===== src/hdl/rsort_pkg.sv =====
package rsort_pkg;

  localparam int TIME_W  = 32;
  localparam int COUNT_W = 32;
  localparam int TAG_W   = 6;
  localparam int DATA_W  = 72;

  // One stored record. The time field sits in the lowest bits.
  typedef struct packed {
    logic [TAG_W-1:0]   tag;
    logic [COUNT_W-1:0] count;
    logic [TIME_W-1:0]  elapsed;
  } record_t;

  // Control that the sequencer broadcasts to every cell.
  typedef struct packed {
    logic sort;
    logic shift;
    logic parity;
    logic by_time;
  } cell_ctrl_t;

  typedef enum logic [2:0] {
    ST_LOAD = 3'b001,
    ST_SORT = 3'b010,
    ST_SEND = 3'b100
  } state_t;

  function automatic logic [TIME_W-1:0] key_of(record_t r, logic by_time);
    return by_time ? r.elapsed : r.count;
  endfunction

endpackage


===== src/hdl/rsort_cell.sv =====
module rsort_cell #(
  parameter int IDX = 0
) (
  input  logic                clk,
  input  rsort_pkg::cell_ctrl_t ctrl,
  input  logic                load_sel,
  input  rsort_pkg::record_t  load_rec,
  input  logic                used,
  input  logic                right_used,
  input  rsort_pkg::record_t  left_rec,
  input  rsort_pkg::record_t  right_rec,
  output rsort_pkg::record_t  rec
);
  import rsort_pkg::*;

  localparam logic ODD = 1'(IDX % 2);

  logic    take_right;
  logic    take_left;
  record_t rec_next;

  // In an odd-even transposition step this cell is either the lower or the
  // upper member of a compared pair. Only a strictly greater lower key swaps,
  // which keeps equal keys in arrival order.
  assign take_right = ctrl.sort && (ODD == ctrl.parity) && right_used &&
                      (key_of(rec, ctrl.by_time) > key_of(right_rec, ctrl.by_time));
  assign take_left  = ctrl.sort && (ODD != ctrl.parity) && used &&
                      (key_of(left_rec, ctrl.by_time) > key_of(rec, ctrl.by_time));

  always_comb begin
    rec_next = rec;
    if (load_sel) begin
      rec_next = load_rec;
    end else if (ctrl.shift || take_right) begin
      rec_next = right_rec;
    end else if (take_left) begin
      rec_next = left_rec;
    end
  end

  always_ff @(posedge clk) begin
    rec <= rec_next;
  end

endmodule


===== src/hdl/record_insertion_sorter.sv =====
// Collects up to MAX_RECORDS records, one per cycle, into a row of cells in
// arrival order; records beyond that are dropped. The transfer marked tlast
// ends the set: the cells then run one odd-even transposition step per cycle,
// as many steps as there are stored records, on the key chosen by
// sort_by_time, and the stored records leave from the first cell in
// ascending key order, one per cycle while the output is ready, with tlast
// on the final one. Equal keys keep their arrival order. A set of n records
// thus takes n loads, n sort steps and n output transfers; no input
// is taken between the final record and the end of its output burst.
module record_insertion_sorter #(
  parameter int MAX_RECORDS = 16
) (
  input  logic                        clk,
  input  logic                        rst,
  input  logic                        cfg_valid,
  output logic                        cfg_ready,
  input  logic                        cfg_data,          // sort_by_time
  input  logic                        s_axis_tvalid,
  output logic                        s_axis_tready,
  // elapsed_time[31:0], iteration_count[63:32], record_tag[69:64], zero pad
  input  logic [rsort_pkg::DATA_W-1:0] s_axis_tdata,
  input  logic                        s_axis_tlast,      // final_record
  output logic                        m_axis_tvalid,
  input  logic                        m_axis_tready,
  // out_time[31:0], out_count[63:32], out_tag[69:64], zero pad
  output logic [rsort_pkg::DATA_W-1:0] m_axis_tdata,
  output logic                        m_axis_tlast       // out_last
);
  import rsort_pkg::*;

  localparam int FW = $clog2(MAX_RECORDS + 1);
  localparam int RECORD_W = TAG_W + COUNT_W + TIME_W;

  state_t        state;
  logic [FW-1:0] fill;
  logic [FW-1:0] pass;
  logic          sort_by_time;

  logic          in_xfer;
  logic          out_xfer;
  logic          load;
  cell_ctrl_t    ctrl;
  record_t       load_rec;
  record_t       recs [MAX_RECORDS];
  logic [MAX_RECORDS-1:0] used;
  logic [MAX_RECORDS-1:0] load_sel;

  assign cfg_ready     = 1'b1;
  assign s_axis_tready = (state == ST_LOAD);
  assign m_axis_tvalid = (state == ST_SEND);
  assign in_xfer       = s_axis_tvalid && s_axis_tready;
  assign out_xfer      = m_axis_tvalid && m_axis_tready;
  assign load          = in_xfer && (fill < FW'(MAX_RECORDS));
  assign load_rec      = record_t'(s_axis_tdata[RECORD_W-1:0]);

  assign ctrl.sort    = (state == ST_SORT);
  assign ctrl.shift   = out_xfer;
  assign ctrl.parity  = pass[0];
  assign ctrl.by_time = sort_by_time;

  assign m_axis_tdata = {{(DATA_W - RECORD_W){1'b0}}, recs[0]};
  assign m_axis_tlast = (fill == FW'(1));

  for (genvar i = 0; i < MAX_RECORDS; i++) begin : g_cell
    assign used[i]     = (FW'(i) < fill);
    assign load_sel[i] = load && (fill == FW'(i));

    rsort_cell #(.IDX(i)) u_cell (
      .clk        (clk),
      .ctrl       (ctrl),
      .load_sel   (load_sel[i]),
      .load_rec   (load_rec),
      .used       (used[i]),
      .right_used ((i == MAX_RECORDS - 1) ? 1'b0 : used[(i + 1) % MAX_RECORDS]),
      .left_rec   ((i == 0) ? recs[0] : recs[(i + MAX_RECORDS - 1) % MAX_RECORDS]),
      .right_rec  ((i == MAX_RECORDS - 1) ? recs[i] : recs[(i + 1) % MAX_RECORDS]),
      .rec        (recs[i])
    );
  end

  always_ff @(posedge clk) begin
    if (rst) begin
      state        <= ST_LOAD;
      fill         <= '0;
      pass         <= '0;
      sort_by_time <= 1'b0;
    end else begin
      if (cfg_valid && cfg_ready) begin
        sort_by_time <= cfg_data;
      end
      case (state)
        ST_LOAD: begin
          if (load) begin
            fill <= fill + FW'(1);
          end
          if (in_xfer && s_axis_tlast) begin
            state <= ST_SORT;
            pass  <= '0;
          end
        end
        ST_SORT: begin
          pass <= pass + FW'(1);
          if (pass == fill - FW'(1)) begin
            state <= ST_SEND;
          end
        end
        ST_SEND: begin
          if (out_xfer) begin
            fill <= fill - FW'(1);
            if (fill == FW'(1)) begin
              state <= ST_LOAD;
            end
          end
        end
        default: begin
          state <= ST_LOAD;
        end
      endcase
    end
  end

  // Input and output are never open in the same cycle.
  a_no_overlap: assert property (@(posedge clk) disable iff (rst)
    !(s_axis_tready && m_axis_tvalid))
    else $error("input and output open together");

  a_fill_bound: assert property (@(posedge clk) disable iff (rst)
    fill <= FW'(MAX_RECORDS))
    else $error("fill count beyond capacity");

  a_send_nonempty: assert property (@(posedge clk) disable iff (rst)
    (state == ST_SORT || state == ST_SEND) |-> fill != '0)
    else $error("sorting or sending an empty set");

  a_burst_end: assert property (@(posedge clk) disable iff (rst)
    (out_xfer && m_axis_tlast) |=> (s_axis_tready && fill == '0))
    else $error("store not emptied after the final transfer");

endmodule

===== config.mk =====
export PLATFORM = sky130hd
export DESIGN_NAME = record_insertion_sorter
export DESIGN_NICKNAME = d
export VERILOG_FILES = /design/src/hdl/rsort_pkg.sv /design/src/hdl/rsort_cell.sv /design/src/hdl/record_insertion_sorter.sv
export SDC_FILE = /design/constraint.sdc
export NUM_CORES = 2
export LEC_CHECK = 0
export ABC_AREA = 1
export BUFFER_PORTS_ARGS = -buffer_cell sky130_fd_sc_hd__buf_2
export CORE_ASPECT_RATIO = 1.5
export CORE_MARGIN = 2
export CORE_UTILIZATION = 50
export DETAILED_ROUTE_END_ITERATION = 7
export GPL_TIMING_DRIVEN = 0
export PLACE_DENSITY = 0.77
export RECOVER_POWER = 50
export SLEW_MARGIN = 20
export SYNTH_ARGS = -nofsm -noshare
export SYNTH_HDL_FRONTEND = slang
export SYNTH_SLANG_ARGS = --single-unit

===== constraint.sdc =====
create_clock -name clk -period 14.65 [get_ports clk]
set_clock_uncertainty 0.15 [all_clocks]
set_input_delay 2.1975 -clock clk [delete_from_list [all_inputs] [get_ports clk]]
set_output_delay 2.1975 -clock clk [all_outputs]
set_load 0.01 [all_outputs]

# == Word level (Yosys, flattened, before mapping) ==
# Cells that the tools add are included.
# Widths: inputs -> output; s select.
# totals
ff_bits,1134
latchBits,0
ramBits,0
romBits,0
input_bits,79
out_inout_bits,76
wordCells,275
memories,0
# classes
addsub,3
n_mul,0
div_mod_pow,0
order_cmp,31
eq_ne,25
shifts,0
mux,73
bitwise_logic,1
reduce_logical,90
# ops
cell,n
$mux 70,47
$mux 32,16
$gt 32x32->1,15
$logic_and 1x1->1,52
$reduce_bool 3->1,14
$eq 5x4->1 const B,8
$lt 4x5->1 const A,8
$eq 5x3->1 const B,4
$lt 3x5->1 const A,4
$pmux 5 s2,2
$logic_or 1x1->1,15
$mux 5,3
$mux 3,4
$add 5x1->5 const B,2
$eq 5x2->1 const B,2
$lt 2x5->1 const A,2
$ne 2x1->1 const B,5
$pmux 3 s3,1
$reduce_bool 2->1,4
$eq 5x1->1 const B,1
$eq 5x5->1,1
$logic_not 5->1,1
$lt 1x5->1 const A,1
$lt 5x5->1 const B,1
9 further kinds,10

# == Logic depth before layout (Yosys ltp) ==
# logic_depth
word_depth,7
ltp_mapped,26
ltp_nobuf,21

# == By module ==
# From an unflattened synthesis, not the netlist that was laid out.
# hier_totals
hier_cells,17640
area_unflattened_um2,130729.1
# by_module_without_submodules
mod,n_inst,cells_each,area_per_inst_um2,seq_area_each_um2
rsort_cell (g_cell[0].u_cell ...),8,1090,8094.0,2102.0
rsort_cell (g_cell[11].u_cell ...),8,1090,8092.8,2102.0
record_insertion_sorter,1,200,1234.9,280.3

# == Worst setup path before layout ==
# Ideal clock, no wire load.
# synth_timing
path_kind,input to register
start,input s_axis_tvalid
end,register g_cell[4].u_cell.rec[0] (netlist name) (enable)
setup_ps,1050
arrival_time_ps,5154
required_ps,13450
setup_slack_ps,8295
stages,11
path_buffers,1
cell_sequence,inv_1 -> nor2_4 -> inv_2 -> nor2_4 -> inv_2 -> nor2_2 -> inv_2 -> nor2_4 -> inv_2 -> clkbuf_1 -> nand4_1
# synth_via
elab_chain_cells,4
# synth_rtl
item,line,rtl
start: declaration,record_insertion_sorter.sv:18,"input logic s_axis_tvalid,"
$logic_and 1x1->1,record_insertion_sorter.sv:51,assign in_xfer = s_axis_tvalid && s_axis_tready;
$logic_and 1x1->1,record_insertion_sorter.sv:53,assign load = in_xfer && (fill < FW'(MAX_RECORDS));
$logic_and 1x1->1,record_insertion_sorter.sv:66,assign load_sel[i] = load && (fill == FW'(i));
$reduce_bool 3->1 (no source line),-,
end signal: assignment,rsort_cell.sv:42,rec <= rec_next;
end: declaration,rsort_cell.sv:12,output rsort_pkg::record_t rec
# Every way passes these cells.
# A chain may end at the register's enable or synchronous reset.

# == Final worst setup path ==
# layout_timing
start,register sort_by_time
end,register g_cell[15].u_cell.rec[34] (netlist name) (enable)
# layout_via
elab_chain_cells,5
elab_cells_between_ends,6
classes_between,1 x order compare; 2 x mux; 3 x reduce/logical
# layout_rtl
item,line,rtl
start: declaration,record_insertion_sorter.sv:37,logic sort_by_time;
start signal: assignment,record_insertion_sorter.sv:89,sort_by_time <= cfg_data;
$mux 32 (on tied branches),-,
$gt 32x32->1 *,rsort_cell.sv:28,"(key_of(left_rec, ctrl.by_time) > key_of(rec, ctrl.by_time));"
$logic_and 1x1->1 *,rsort_cell.sv:27,assign take_left = ctrl.sort && (ODD != ctrl.parity) && used &&
$reduce_bool 2->1 (no source line) *,-,
$reduce_and 2->1 (no source line) *,-,
end signal: assignment,rsort_cell.sv:42,
end: declaration,rsort_cell.sv:12,
# Mark *: on every way between the ends. The rest lies on a longest branch, timed or not.

==> results_dict.tcl <==
set metrics [dict create \
    drtIter0Drc 11740 \
    drt_wl_total_um 395100 \
    p_leak_nw 43.11 \
    holdPathStages 2 \
    critPathKind "register to register" \
    path_depth 18 \
    row_count 181 \
    cts.sinks 1134 \
    grt_pass1_vias 80690 \
    cts-root-buf "clkbuf_16" \
    drtAntennaViolNets 0 \
    grt_remaining_overflow 0 \
    postLayoutCellArea_mm2 0.08976 \
    multi_input_area_mm2 0.03828 \
    yosys_most_used_dff "edfxtp_1" \
    crit_path_top_delay_cell "clkbuf_1" \
    status "finished, violations left" \
    min_to "pass[4]$_SDFFE_PP0P_" \
    reg2reg_to "g_cell[15].u_cell.rec[34]$_DFFE_PP_" \
    portBuffers 148 \
    period_share_pct 76.09 \
    cts_setup_buffers 0 \
    worstMarginPinSlew_ps 3188 \
    crit_chain "clkbuf_1 > clkbuf_1 > clkbuf_1 > clkbuf_1 > clkbuf_1 > nand2_1 > o21ai_0 > ha_1 > nand2_1 > nor2_1 > nand2_1 > nor2_1 > nand2_1 > nand2_1 > nand2_1 > clkbuf_1 > nand2_1 > clkbuf_1" \
    ys_ff_latch 1134 \
    vdd_drop_max_v 0.00009895 \
    die_h_um 499.2 \
    cp_top_family "buffers and inverters" \
    start_util_pct 50.34 \
    syn2layout_area_growth_pct 9.815 \
    syn_area_mm2 0.08174 \
    dieArea_mm2 0.1668 \
    r2r-start "sort_by_time$_SDFFE_PP0P_" \
    regArea_mm2 0.03391 \
    end_kind "register" \
    hold_viol_final 0 \
    worst_ep_required_time_ps 14850 \
    grt_setup_unrepaired "false" \
    fp.dieW_um 334.1 \
    antenna_found_initial 32 \
    hp-class "register to register" \
    nNetsFinal 12430 \
    fill_cells 16250 \
    cts.clk_slew.worst_paths_ps 60 \
    critPathMaxStageDelay_ps 2280 \
    cts_buffers 120 \
    firstDrtPassIters 8 \
    drv_cap 6 \
    violations "DRC, capacitance limit, slew limit" \
    grtUsageTotal_pct 46.17 \
    relSlewSlack_pct -112.5 \
    via_per_inst 5.941 \
    ff2ff_path_depth 18 \
    critPathLaunchType "register" \
    max_freq_mhz 89.71 \
    insertion_delay_ps 810 \
    hpwl_um 329300 \
    setup_viol_count_final 0 \
    placed_area_mm2 0.08593 \
    grt_start_max_net_pins 53 \
    rrSetupSlack_ps 3500 \
    crit_arrival_ps 11350 \
    num_vias 83780 \
    synth.distinct_cells 37 \
    yosysTopAreaCellShare_pct 41.14 \
    grt_pass1_wl_um 547500 \
    yosysTopAreaCell "edfxtp_1" \
    synth_warnings 0 \
    cts.path.max_buffers 3 \
    synth_async_sr_flop_share_pct 0 \
    critPathMaxFanout 52 \
    ys_top_cells_by_area "edfxtp_1 (41%), nand2_1 (19%), nand3_1 (12%)" \
    slew_viol_final 162 \
    synth_cells 11560 \
    htree_levels 3 \
    powerDensity_mw_per_mm2 89.81 \
    avgSynthCellArea_um2 7.072 \
    tns_ps 0 \
    min_period_ps 11150 \
    routedWlPerCell_um 28.01 \
    worst-path-buf-inv 7 \
    synth_edf_count 1120 \
    drc_errors 34 \
    cts_tree "yes" \
    hold_buffers 0 \
    synthTopCellsByCount "nand2_1 (4,159), nand3_1 (2,020), inv_1 (1,779)" \
    cts_resized 0 \
    io-pin-count 155 \
    finalPower_mw 8.062 \
    yosysSeqAreaShare_pct 41.49 \
    coreArea_mm2 0.1624 \
    drive_gt1_share_pct 3.250 \
    yosysMostFrequentCell "nand2_1" \
    place_congestion 1.093 \
    hp-start "pass[4]$_SDFFE_PP0P_" \
]
worst min-delay path, stage by stage (launching register included):
cell     delay [ps]
dfxtp_1         320
a21oi_1         110
nor3_1           50
state kept, by name, indices dropped and copies added, names as in the netlist:
register           count
pass                   5
fill                   5
g_cell.u_cell.rec   1120
state                  3
sort_by_time           1
per-layer routing:
layer / wire length (µm) / track usage, % / part of all wire, % / up-vias
li1: - / - / - / 37920
met1: 129900 / 50.35 / 33 / 38530
met2: 176300 / 73.54 / 45 / 5736
met3: 40780 / 8.900 / 10 / 1594
met4: 48000 / 47.30 / 12 / 6
met5: 41 / 0 / 0.010 / -
placed cells by master (no fill, tap or decap), types with 18 or more instances in the layout:
master        n
nand2_1    4165
nand3_1    2011
inv_1      1782
edfxtp_1   1120
o21ai_0     699
clkbuf_1    684
ha_1        486
a21oi_1     232
nor2_1      140
clkbuf_16   122
buf_2       100
buf_1        83
nand4_1      42
clkinv_2     31
diode_2      30
clkinv_1     28
o21a_1       22
bufinv_16    21
nor3_1       20
buf_6        18
per-stage QoR:
step	hold WS, ps	std cells	setup WS [ps]	util (%)
global placement	363.6	13810	2975	52.42
detailed placement	376.0	13850	6904	52.92
global route	406.8	14080	3690	55.25
floorplan	330.9	11560	8295	-
CTS	383.3	14070	6906	55.43
finish	381.3	14100	3503	55.28
power breakdown:
group	internal [mW]	switching, mW
registers	3.60	0.0339
clock network	1.88	1.48
logic	0.286	0.777
total	5.77	2.29
kinds of logic (layout without fill, tap and decap cells):
group,count (synthesis),after routing,share of synthesized area (%)
fa+ha+maj,486,486,7.439
buf+inv,2524,2933,11.83
xor+xnor,3,3,0.03215
flops,1134,1134,41.49
other cells,2,33,0.009188
simple gates,6424,6424,33.00
compound gates,985,985,6.198
worst max path at each step:
stage                         startpoint                                   to  slack, ps
6_report       sort_by_time$_SDFFE_PP0P_  g_cell[15].u_cell.rec[34]$_DFFE_PP_       3500
3_5_place_dp   sort_by_time$_SDFFE_PP0P_   g_cell[12].u_cell.rec[4]$_DFFE_PP_       6900
2_1_floorplan              s_axis_tvalid    g_cell[4].u_cell.rec[0]$_DFFE_PP_       8300
4_1_cts        sort_by_time$_SDFFE_PP0P_   g_cell[12].u_cell.rec[1]$_DFFE_PP_       6910
5_1_grt        sort_by_time$_SDFFE_PP0P_  g_cell[15].u_cell.rec[34]$_DFFE_PP_       3690
3_3_place_gp   sort_by_time$_SDFFE_PP0P_   g_cell[12].u_cell.rec[4]$_DFFE_PP_       2980
cell type report:
type | instances | share of cell area, %
diodes | 30 | 0.08363
plain buffers | 725 | 3.107
clock buffers | 136 | 3.460
clock inverters | 90 | 1.091
inverters | 1799 | 7.523
multi-input cells | 7901 | 42.64
flip-flops and latches | 1134 | 37.78
well taps | 2104 | 2.933
repair buffers | 183 | 1.380
No activity file was read; power rests on OpenSTA's default activity.
